==> config.mk <==
export PLATFORM = sky130hd
export DESIGN_NAME = interrupt_gate_allocator
export DESIGN_NICKNAME = d
export VERILOG_FILES = /design/src/rtl/iga_pkg.sv /design/src/rtl/iga_ctrl.sv /design/src/rtl/iga_datapath.sv /design/src/rtl/interrupt_gate_allocator.sv
export VERILOG_INCLUDE_DIRS = /design/src /design/src/rtl
export SDC_FILE = /design/constraint.sdc
export NUM_CORES = 1
export LEC_CHECK = 0
export BUFFER_PORTS_ARGS = -buffer_cell sky130_fd_sc_hd__buf_2
export CORE_UTILIZATION = 56
export CTS_BUF_LIST = sky130_fd_sc_hd__clkbuf_4 sky130_fd_sc_hd__clkbuf_8
export CTS_CLUSTER_DIAMETER = 40
export CTS_CLUSTER_SIZE = 14
export DETAILED_ROUTE_END_ITERATION = 7
export PLACE_DENSITY = 0.84
export SYNTH_ARGS = -nofsm -noshare
export SYNTH_HDL_FRONTEND = slang
export SYNTH_SLANG_ARGS = --single-unit
==> constraint.sdc <==
create_clock -name clk -period 6.15 [get_ports clk]
set_input_delay 1.845 -clock clk [delete_from_list [all_inputs] [get_ports clk]]
set_output_delay 1.845 -clock clk [all_outputs]
set_load 0.01 [all_outputs]
==> src/rtl/interrupt_gate_allocator_assert.svh <==
// assertion macros for the interrupt gate allocator
`ifndef INTERRUPT_GATE_ALLOCATOR_ASSERT_SVH
`define INTERRUPT_GATE_ALLOCATOR_ASSERT_SVH

// consequent must hold in the same cycle as the antecedent
`define IGA_ASSERT_SAME(name, clk, rst, ante, cons) \
  name: assert property (@(posedge clk) disable iff (rst) (ante) |-> (cons)) \
    else $error("interrupt gate allocator check failed");

// consequent must hold in the cycle after the antecedent
`define IGA_ASSERT_NEXT(name, clk, rst, ante, cons) \
  name: assert property (@(posedge clk) disable iff (rst) (ante) |=> (cons)) \
    else $error("interrupt gate allocator check failed");

`endif

==> src/rtl/iga_pkg.sv <==
// shared types, constants and functions of the interrupt gate allocator
`default_nettype none

package iga_pkg;

  localparam int NUM_GATES_DEF   = 256;
  localparam int FIRST_FREE_GATE = 48;
  localparam int WORD_BITS       = 32;
  localparam int BIT_IDX_W       = $clog2(WORD_BITS);

  localparam logic [15:0] KSEL_RESET = 16'd8;

  // operation codes
  localparam logic [1:0] MODE_SET   = 2'd0;
  localparam logic [1:0] MODE_FREE  = 2'd1;
  localparam logic [1:0] MODE_ALLOC = 2'd2;

  // result status codes
  localparam logic [1:0] STATUS_DONE      = 2'd0;
  localparam logic [1:0] STATUS_REFUSED   = 2'd1;
  localparam logic [1:0] STATUS_NONE_FREE = 2'd2;

  // controller to datapath
  typedef struct packed {
    logic load;
    logic exec;
    logic scan_init;
    logic scan_step;
    logic out_load;
  } cmd_t;

  // datapath to controller
  typedef struct packed {
    logic mode_alloc;
    logic scan_hit;
    logic scan_last;
  } stat_t;

  function automatic logic [63:0] pack_descriptor(input logic [31:0] addr,
                                                  input logic [15:0] sel,
                                                  input logic [7:0]  flags);
    pack_descriptor = {addr[31:16], flags, 8'd0, sel, addr[15:0]};
  endfunction

endpackage

`default_nettype wire

==> src/rtl/iga_ctrl.sv <==
// controller state machine of the interrupt gate allocator
`default_nettype none

module iga_ctrl (
  input  wire logic          clk,
  input  wire logic          rst,
  input  wire logic          in_valid,
  output logic               in_ready,
  output logic               out_valid,
  input  wire logic          out_ready,
  input  wire iga_pkg::stat_t st,
  output iga_pkg::cmd_t      cmd
);

  typedef enum logic [1:0] {IDLE, EXEC, SCAN, DONE} state_t;

  state_t state;
  logic   out_free;

  assign in_ready = (state == IDLE);
  assign out_free = !out_valid || out_ready;

  always_comb begin
    cmd = '0;
    unique case (state)
      IDLE: cmd.load = in_valid;
      EXEC: begin
        cmd.scan_init = st.mode_alloc;
        cmd.exec      = !st.mode_alloc;
      end
      SCAN: cmd.scan_step = 1'b1;
      DONE: cmd.out_load = out_free;
    endcase
  end

  always_ff @(posedge clk) begin
    if (rst) begin
      state     <= IDLE;
      out_valid <= 1'b0;
    end else begin
      // in DONE the output register is either reloaded or left waiting
      if (out_valid && out_ready && (state != DONE)) begin
        out_valid <= 1'b0;
      end
      unique case (state)
        IDLE: begin
          if (in_valid) begin
            state <= EXEC;
          end
        end
        EXEC: state <= st.mode_alloc ? SCAN : DONE;
        SCAN: begin
          if (st.scan_hit || st.scan_last) begin
            state <= DONE;
          end
        end
        DONE: begin
          if (out_free) begin
            out_valid <= 1'b1;
            state     <= IDLE;
          end
        end
      endcase
    end
  end

endmodule

`default_nettype wire

==> src/rtl/iga_datapath.sv <==
// used-bit bitmap, scan unit and result registers of the interrupt gate allocator
`default_nettype none

module iga_datapath #(
  parameter int NUM_GATES = iga_pkg::NUM_GATES_DEF
) (
  input  wire logic          clk,
  input  wire logic          rst,
  input  wire iga_pkg::cmd_t cmd,
  output iga_pkg::stat_t     st,
  input  wire logic [1:0]    mode,
  input  wire logic [7:0]    gate,
  input  wire logic [31:0]   handler_address,
  input  wire logic [15:0]   code_selector,
  input  wire logic [7:0]    gate_flags,
  input  wire logic          cfg_we,
  input  wire logic [15:0]   cfg_data,
  output logic [1:0]         status,
  output logic [7:0]         gate_number,
  output logic               write_enable,
  output logic [63:0]        descriptor_word
);

  localparam int NUM_WORDS  = (NUM_GATES + iga_pkg::WORD_BITS - 1) / iga_pkg::WORD_BITS;
  localparam int WI         = (NUM_WORDS > 1) ? $clog2(NUM_WORDS) : 1;
  localparam int FIRST_WORD = iga_pkg::FIRST_FREE_GATE / iga_pkg::WORD_BITS;
  localparam int BW         = iga_pkg::BIT_IDX_W;

  // latched item
  logic [1:0]  mode_q;
  logic [7:0]  gate_q;
  logic [31:0] addr_q;
  logic [15:0] sel_q;
  logic [7:0]  flags_q;

  logic [15:0] ksel;

  logic [iga_pkg::WORD_BITS-1:0] used_q [NUM_WORDS];
  logic [WI-1:0]                 scan_cnt;

  // pending result
  logic [1:0]  res_status;
  logic [7:0]  res_gate;
  logic        res_we;
  logic [63:0] res_word;

  logic                          in_table;
  logic                          protect;
  logic                          exec_we;
  logic [63:0]                   exec_word;
  logic [iga_pkg::WORD_BITS-1:0] scan_mask;
  logic [iga_pkg::WORD_BITS-1:0] free_bits;
  logic [iga_pkg::WORD_BITS-1:0] lowest;
  logic [BW-1:0]                 hit_idx;
  logic                          wr_en;
  logic [WI-1:0]                 wr_widx;
  logic [BW-1:0]                 wr_bidx;
  logic                          wr_val;

  assign in_table = {1'b0, gate_q} < 9'(NUM_GATES);
  assign protect  = gate_q < 8'(iga_pkg::FIRST_FREE_GATE);

  // result of set, free and unused modes
  always_comb begin
    exec_we   = 1'b0;
    exec_word = '0;
    unique case (mode_q)
      iga_pkg::MODE_SET: begin
        if (in_table) begin
          exec_we   = 1'b1;
          exec_word = iga_pkg::pack_descriptor(addr_q, sel_q, flags_q);
        end
      end
      iga_pkg::MODE_FREE: begin
        if (!protect && in_table) begin
          exec_we   = 1'b1;
          exec_word = iga_pkg::pack_descriptor(32'd0, ksel, 8'd0);
        end
      end
      default: begin
        exec_we   = 1'b0;
        exec_word = '0;
      end
    endcase
  end

  // only gates in the allocatable range count as candidates
  always_comb begin
    for (int b = 0; b < iga_pkg::WORD_BITS; b++) begin
      scan_mask[b] = (9'({scan_cnt, BW'(b)}) >= 9'(iga_pkg::FIRST_FREE_GATE)) &&
                     (9'({scan_cnt, BW'(b)}) <  9'(NUM_GATES));
    end
  end

  assign free_bits = ~used_q[scan_cnt] & scan_mask;
  assign lowest    = free_bits & (~free_bits + 1'b1);

  always_comb begin
    hit_idx = '0;
    for (int b = 0; b < iga_pkg::WORD_BITS; b++) begin
      if (lowest[b]) begin
        hit_idx = hit_idx | BW'(b);
      end
    end
  end

  assign st.mode_alloc = (mode_q == iga_pkg::MODE_ALLOC);
  assign st.scan_hit   = |free_bits;
  assign st.scan_last  = (scan_cnt == WI'(NUM_WORDS - 1));

  // single bitmap write port
  always_comb begin
    wr_en   = 1'b0;
    wr_widx = gate_q[BW +: WI];
    wr_bidx = gate_q[BW-1:0];
    wr_val  = 1'b0;
    if (cmd.exec && exec_we) begin
      wr_en  = 1'b1;
      wr_val = (mode_q == iga_pkg::MODE_SET);
    end
    if (cmd.scan_step && st.scan_hit) begin
      wr_en   = 1'b1;
      wr_widx = scan_cnt;
      wr_bidx = hit_idx;
      wr_val  = 1'b1;
    end
  end

  always_ff @(posedge clk) begin
    if (rst) begin
      for (int w = 0; w < NUM_WORDS; w++) begin
        used_q[w] <= '0;
      end
      ksel     <= iga_pkg::KSEL_RESET;
      scan_cnt <= WI'(FIRST_WORD);
    end else begin
      if (wr_en) begin
        used_q[wr_widx][wr_bidx] <= wr_val;
      end
      if (cfg_we) begin
        ksel <= cfg_data;
      end
      if (cmd.scan_init) begin
        scan_cnt <= WI'(FIRST_WORD);
      end else if (cmd.scan_step && !st.scan_hit && !st.scan_last) begin
        scan_cnt <= scan_cnt + 1'b1;
      end
    end
  end

  always_ff @(posedge clk) begin
    if (cmd.load) begin
      mode_q  <= mode;
      gate_q  <= gate;
      addr_q  <= handler_address;
      sel_q   <= code_selector;
      flags_q <= gate_flags;
    end
    if (cmd.exec) begin
      res_status <= (mode_q == iga_pkg::MODE_FREE && protect) ?
                    iga_pkg::STATUS_REFUSED : iga_pkg::STATUS_DONE;
      res_gate   <= gate_q;
      res_we     <= exec_we;
      res_word   <= exec_word;
    end
    if (cmd.scan_step) begin
      res_we   <= 1'b0;
      res_word <= '0;
      if (st.scan_hit) begin
        res_status <= iga_pkg::STATUS_DONE;
        res_gate   <= 8'({scan_cnt, hit_idx});
      end else begin
        res_status <= iga_pkg::STATUS_NONE_FREE;
        res_gate   <= 8'd0;
      end
    end
    if (cmd.out_load) begin
      status          <= res_status;
      gate_number     <= res_gate;
      write_enable    <= res_we;
      descriptor_word <= res_word;
    end
  end

endmodule

`default_nettype wire

==> src/rtl/interrupt_gate_allocator.sv <==
// top level of the interrupt gate allocator
`default_nettype none

`include "interrupt_gate_allocator_assert.svh"

// Interrupt gate allocator: keeps one used bit per interrupt gate and runs one
// operation per input transfer. Set (mode 0) packs a gate descriptor, emits it
// with write_enable for an external descriptor memory and marks the gate used.
// Free (mode 1) refuses gates below 48 with status 1; otherwise it emits an
// empty descriptor carrying kernel_selector and clears the used bit. Allocate
// (mode 2) returns the lowest unused gate from 48 upward and marks it used, or
// status 2 with gate 0 when every gate is taken. Set or free of a gate beyond
// NUM_GATES, and mode 3, only echo the gate with status 0. Only one item is
// in flight at a time. Allocate scans the 32-bit used words upward from the
// word that holds gate 48, 1 up to ceil(NUM_GATES/32) - 1 words, so at most 7
// for 256 gates; the scan reads one bitmap word per cycle, stops at the first
// word with a free gate, and the words scanned set the allocate latency.
// The next item is taken in the cycle after the result is loaded into the
// output register, even while that result still waits for out_ready.
// kernel_selector resets to 8 and is written through the cfg channel, which
// is always ready.
module interrupt_gate_allocator #(
  parameter int NUM_GATES = iga_pkg::NUM_GATES_DEF
) (
  input  wire logic        clk,
  input  wire logic        rst,
  // configuration write channel
  input  wire logic        cfg_valid,
  output logic             cfg_ready,
  input  wire logic [15:0] kernel_selector,
  // input item channel
  input  wire logic        in_valid,
  output logic             in_ready,
  input  wire logic [1:0]  mode,
  input  wire logic [7:0]  gate,
  input  wire logic [31:0] handler_address,
  input  wire logic [15:0] code_selector,
  input  wire logic [7:0]  gate_flags,
  // result channel
  output logic             out_valid,
  input  wire logic        out_ready,
  output logic [1:0]       status,
  output logic [7:0]       gate_number,
  output logic             write_enable,
  output logic [63:0]      descriptor_word
);

  iga_pkg::cmd_t  cmd;
  iga_pkg::stat_t st;

  // user keeps register writes to idle, unchecked here; the port never stalls
  assign cfg_ready = 1'b1;

  // sequencing: load, execute or scan, then hand off to the output register
  iga_ctrl u_ctrl (
    .clk       (clk),
    .rst       (rst),
    .in_valid  (in_valid),
    .in_ready  (in_ready),
    .out_valid (out_valid),
    .out_ready (out_ready),
    .st        (st),
    .cmd       (cmd)
  );

  // bitmap, scan unit, descriptor packing and result registers
  iga_datapath #(
    .NUM_GATES (NUM_GATES)
  ) u_datapath (
    .clk             (clk),
    .rst             (rst),
    .cmd             (cmd),
    .st              (st),
    .mode            (mode),
    .gate            (gate),
    .handler_address (handler_address),
    .code_selector   (code_selector),
    .gate_flags      (gate_flags),
    .cfg_we          (cfg_valid && cfg_ready),
    .cfg_data        (kernel_selector),
    .status          (status),
    .gate_number     (gate_number),
    .write_enable    (write_enable),
    .descriptor_word (descriptor_word)
  );

  // a descriptor write is only ever paired with a successful operation
  `IGA_ASSERT_SAME(a_we_done, clk, rst, out_valid && write_enable,
                   status == iga_pkg::STATUS_DONE)

  // no descriptor content leaks out without a write
  `IGA_ASSERT_SAME(a_word_zero, clk, rst, out_valid && !write_enable,
                   descriptor_word == 64'd0)

  // failed allocation reports gate zero
  `IGA_ASSERT_SAME(a_none_gate, clk, rst,
                   out_valid && status == iga_pkg::STATUS_NONE_FREE,
                   gate_number == 8'd0)

  // one item in flight: an accepted transfer closes the input channel
  `IGA_ASSERT_NEXT(a_one_item, clk, rst, in_valid && in_ready, !in_ready)

endmodule

`default_nettype wire
==> metrics <==
CP endpoint kind flop; Critical Path Start Type flop; Initial Util 56.9%; pre-CTS WS 866 ps; largest net degree at the start of global routing 240; synthesized area 22,000 µm²; vias per cell 6.44; Post-CTS Repair Setup Buffers 0; full die area approximately 40,000 µm²; fmax 186 MHz; Synth cell types 85; Worst Hold Class flop to flop; # H-tree levels 2; Clock Tree Buf Depth 3; TritonRoute pass-1 iters 6; Slew Viols, Final 0; total power 0.00826 W; WS Path Type flop to flop; vias in the first global route between 15,000 and 20,000; layout cells sized above 1 21.4%; DRT antenna net count 0; Critical Path AT 5690 ps; Layout area overhead 10.7%; Sum Neg Setup Slack 0 ps; crit path max fanout 39; Post-synth top flop edfxtp_1; Buffers on Ports 155; Clock Skews 58.8 ps; Power Density about 340 nW/µm²; first-pass GRT wire length between 80,000 and 90,000 µm; HPWL Detailed 40,700 µm; DRC viols 0; # nets final 2,018; Core ar. 38,600 µm²; RSZ-0062 raised after global routing false; Post-synth EDFFs 399; Sink Count 481; initial antenna violation count 5; Worst Tran Pin Value 1140 ps; total track usage 30.0%; via count 16,000; Cell Rows 72; maxcap violations 0; io pins 165; initial DRC count approximately 2,200; flops & latches, synth 481; fin crit period 5380 ps; DRT Wirelength 59,700 µm; final worst path period share 87.5%; RePlAce Congestion 1.07; hold buffer count at CTS 0; final hold vios 0; total CTS buffers 52; Resized cells post-CTS 0; Async SR Flop Fraction 0%; Reg clk slew, reported paths approximately 80 ps; worst setup margin 772 ps; VDD IR max 0.000215 V; CTS Root Cell clkbuf_8; Leakage about 8.5 nW; syn avg cell area 12.1 µm²; Max-slew headroom 23.9%; Worst EP required 6460 ps; clk_lat worst skew 640 ps; total grt overflow 0; Warnings, synthesis 0; Die Wd 200 µm; TritonCTS clock tree done; sequential share of the synthesized area 62.0%; Fillers 2,765; WL/cell roughly 24 µm; die height about 200 µm; Syn Inst Count between 1,500 and 2,000; Final setup viols 0; status finished clean
==> placed cells by master (no fill, tap or decap), types with 16 or more instances in the layout <==
master / count
a211oi_1: 18
a21o_1: 17
a21oi_1: 44
a22o_1: 52
a22oi_1: 19
and2_1: 20
buf_2: 155
buf_4: 47
clkbuf_8: 55
dfxtp_1: 80
edfxtp_1: 399
mux2i_1: 60
mux4_2: 48
nand2_1: 104
nand2b_1: 16
nor2_1: 320
nor3_1: 16
o21ai_0: 197
o21ai_1: 40
==> area by class of cell <==
cell class / instances / area [µm²] / share of cell area (%)
Timing Repair Buffer: 206 / 1210 / 4.97
Multi-Input combinational cell: 1169 / 7590 / 31.2
Clock buffer: 70 / 870 / 3.58
Antenna cell: 6 / 15.0 / 0.0618
Clock inverter: 27 / 300 / 1.24
Tap cell: 518 / 648 / 2.67
Inverter: 14 / 55.1 / 0.226
Sequential cell: 481 / 13600 / 56.1
==> flip-flops by register name, summed over array words and instances, names as in the netlist, 16 cells and up, named ones only <==
register                    cells
u_datapath.used_q             256
u_datapath.addr_q              32
u_datapath.descriptor_word     56
u_datapath.res_word            56
u_datapath.ksel                16
u_datapath.sel_q               16
==> synth_stat cells, types with 16 or more instances <==
master,number,share of area (%)
a211oi_1,18,0.62
nor2_1,322,5.5
buf_2,38,0.87
and2_1,21,0.60
nand2b_1,17,0.48
clkbuf_1,75,1.3
a22o_1,52,2.1
mux4_2,48,4.9
a21oi_1,44,1.0
o21ai_0,197,4.5
nand2_1,104,1.8
buf_4,17,0.58
nor3_1,16,0.36
o21ai_1,40,0.91
a21o_1,17,0.58
a22oi_1,19,0.65
edfxtp_1,399,55
dfxtp_1,82,7.5
mux2i_1,60,2.7
==> critical path, stage by stage (launching register included) <==
cell	delay, ps
dfxtp_4	880
buf_4	330
mux4_2	290
a21oi_1	90
nor2_1	350
nand2_1	150
nor4_1	700
a32o_2	390
nor4bb_2	70
buf_4	200
o41ai_4	800
buf_4	310
nand2_1	210
o21ai_0	270
==> layer usage <==
metal / track usage [%] / part of all wire [%] / vias up
li1: - / - / 6953
met1: 39.7 / 37 / 7788
met2: 47.5 / 47 / 1108
met3: 7.22 / 12 / 198
met4: 12.9 / 4.5 / 2
met5: 0 / 0.027 / -
==> path summary, 6_finish.rpt <==
| path | slack [ps] | cells past startpoint | startpoint | endpoint |
|---|---|---|---|---|
| max | 770 | 13 | flop | u_datapath.used_q[3][30]$_SDFFCE_PN0P_ |
| min | 420 | 0 | u_datapath.res_status[1]$_SDFFCE_PP0P_ | u_datapath.status[1]$_DFFE_PP_ |
| max reg2reg | 770 | 13 | flop | u_datapath.used_q[3][30]$_SDFFCE_PN0P_ |
| min reg2reg | 420 | 0 | u_datapath.res_status[1]$_SDFFCE_PP0P_ | u_datapath.status[1]$_DFFE_PP_ |
==> through the flow <==
stage                     cell area, µm²  utilization [%]  instances  hold WS (ps)
after global routing               24300             62.9       2488           437
after detailed placement           23100             59.8       2388           405
after CTS                          24300             62.9       2485           422
after floorplan                    22000                -       1817           400
after global placement             23100             59.8       2388           403
final                              24300             62.9       2491           423
==> logic make-up (layout without fill, tap and decap cells) <==
logic type,after synthesis,after routing,synth area share (%)
AND/OR/NAND/NOR,568,568,11.6
buffers and inverters,167,317,3.99
other,2,15,0.0342
multiplexers,125,125,8.67
flip-flops,481,481,62.0
adder cells (fa/ha/maj),7,7,0.399
XOR/XNOR,1,1,0.0399
AO/OA/AOI/OAI,459,459,13.3
==> where the power goes <==
group	switching (W)	total, W	internal [W]
Sequential	0.000222	0.00436	0.00414
Clock	0.00121	0.00231	0.00110
Combinational	0.00110	0.00159	0.000494
Note: power is estimated with default switching activity, not from simulation.
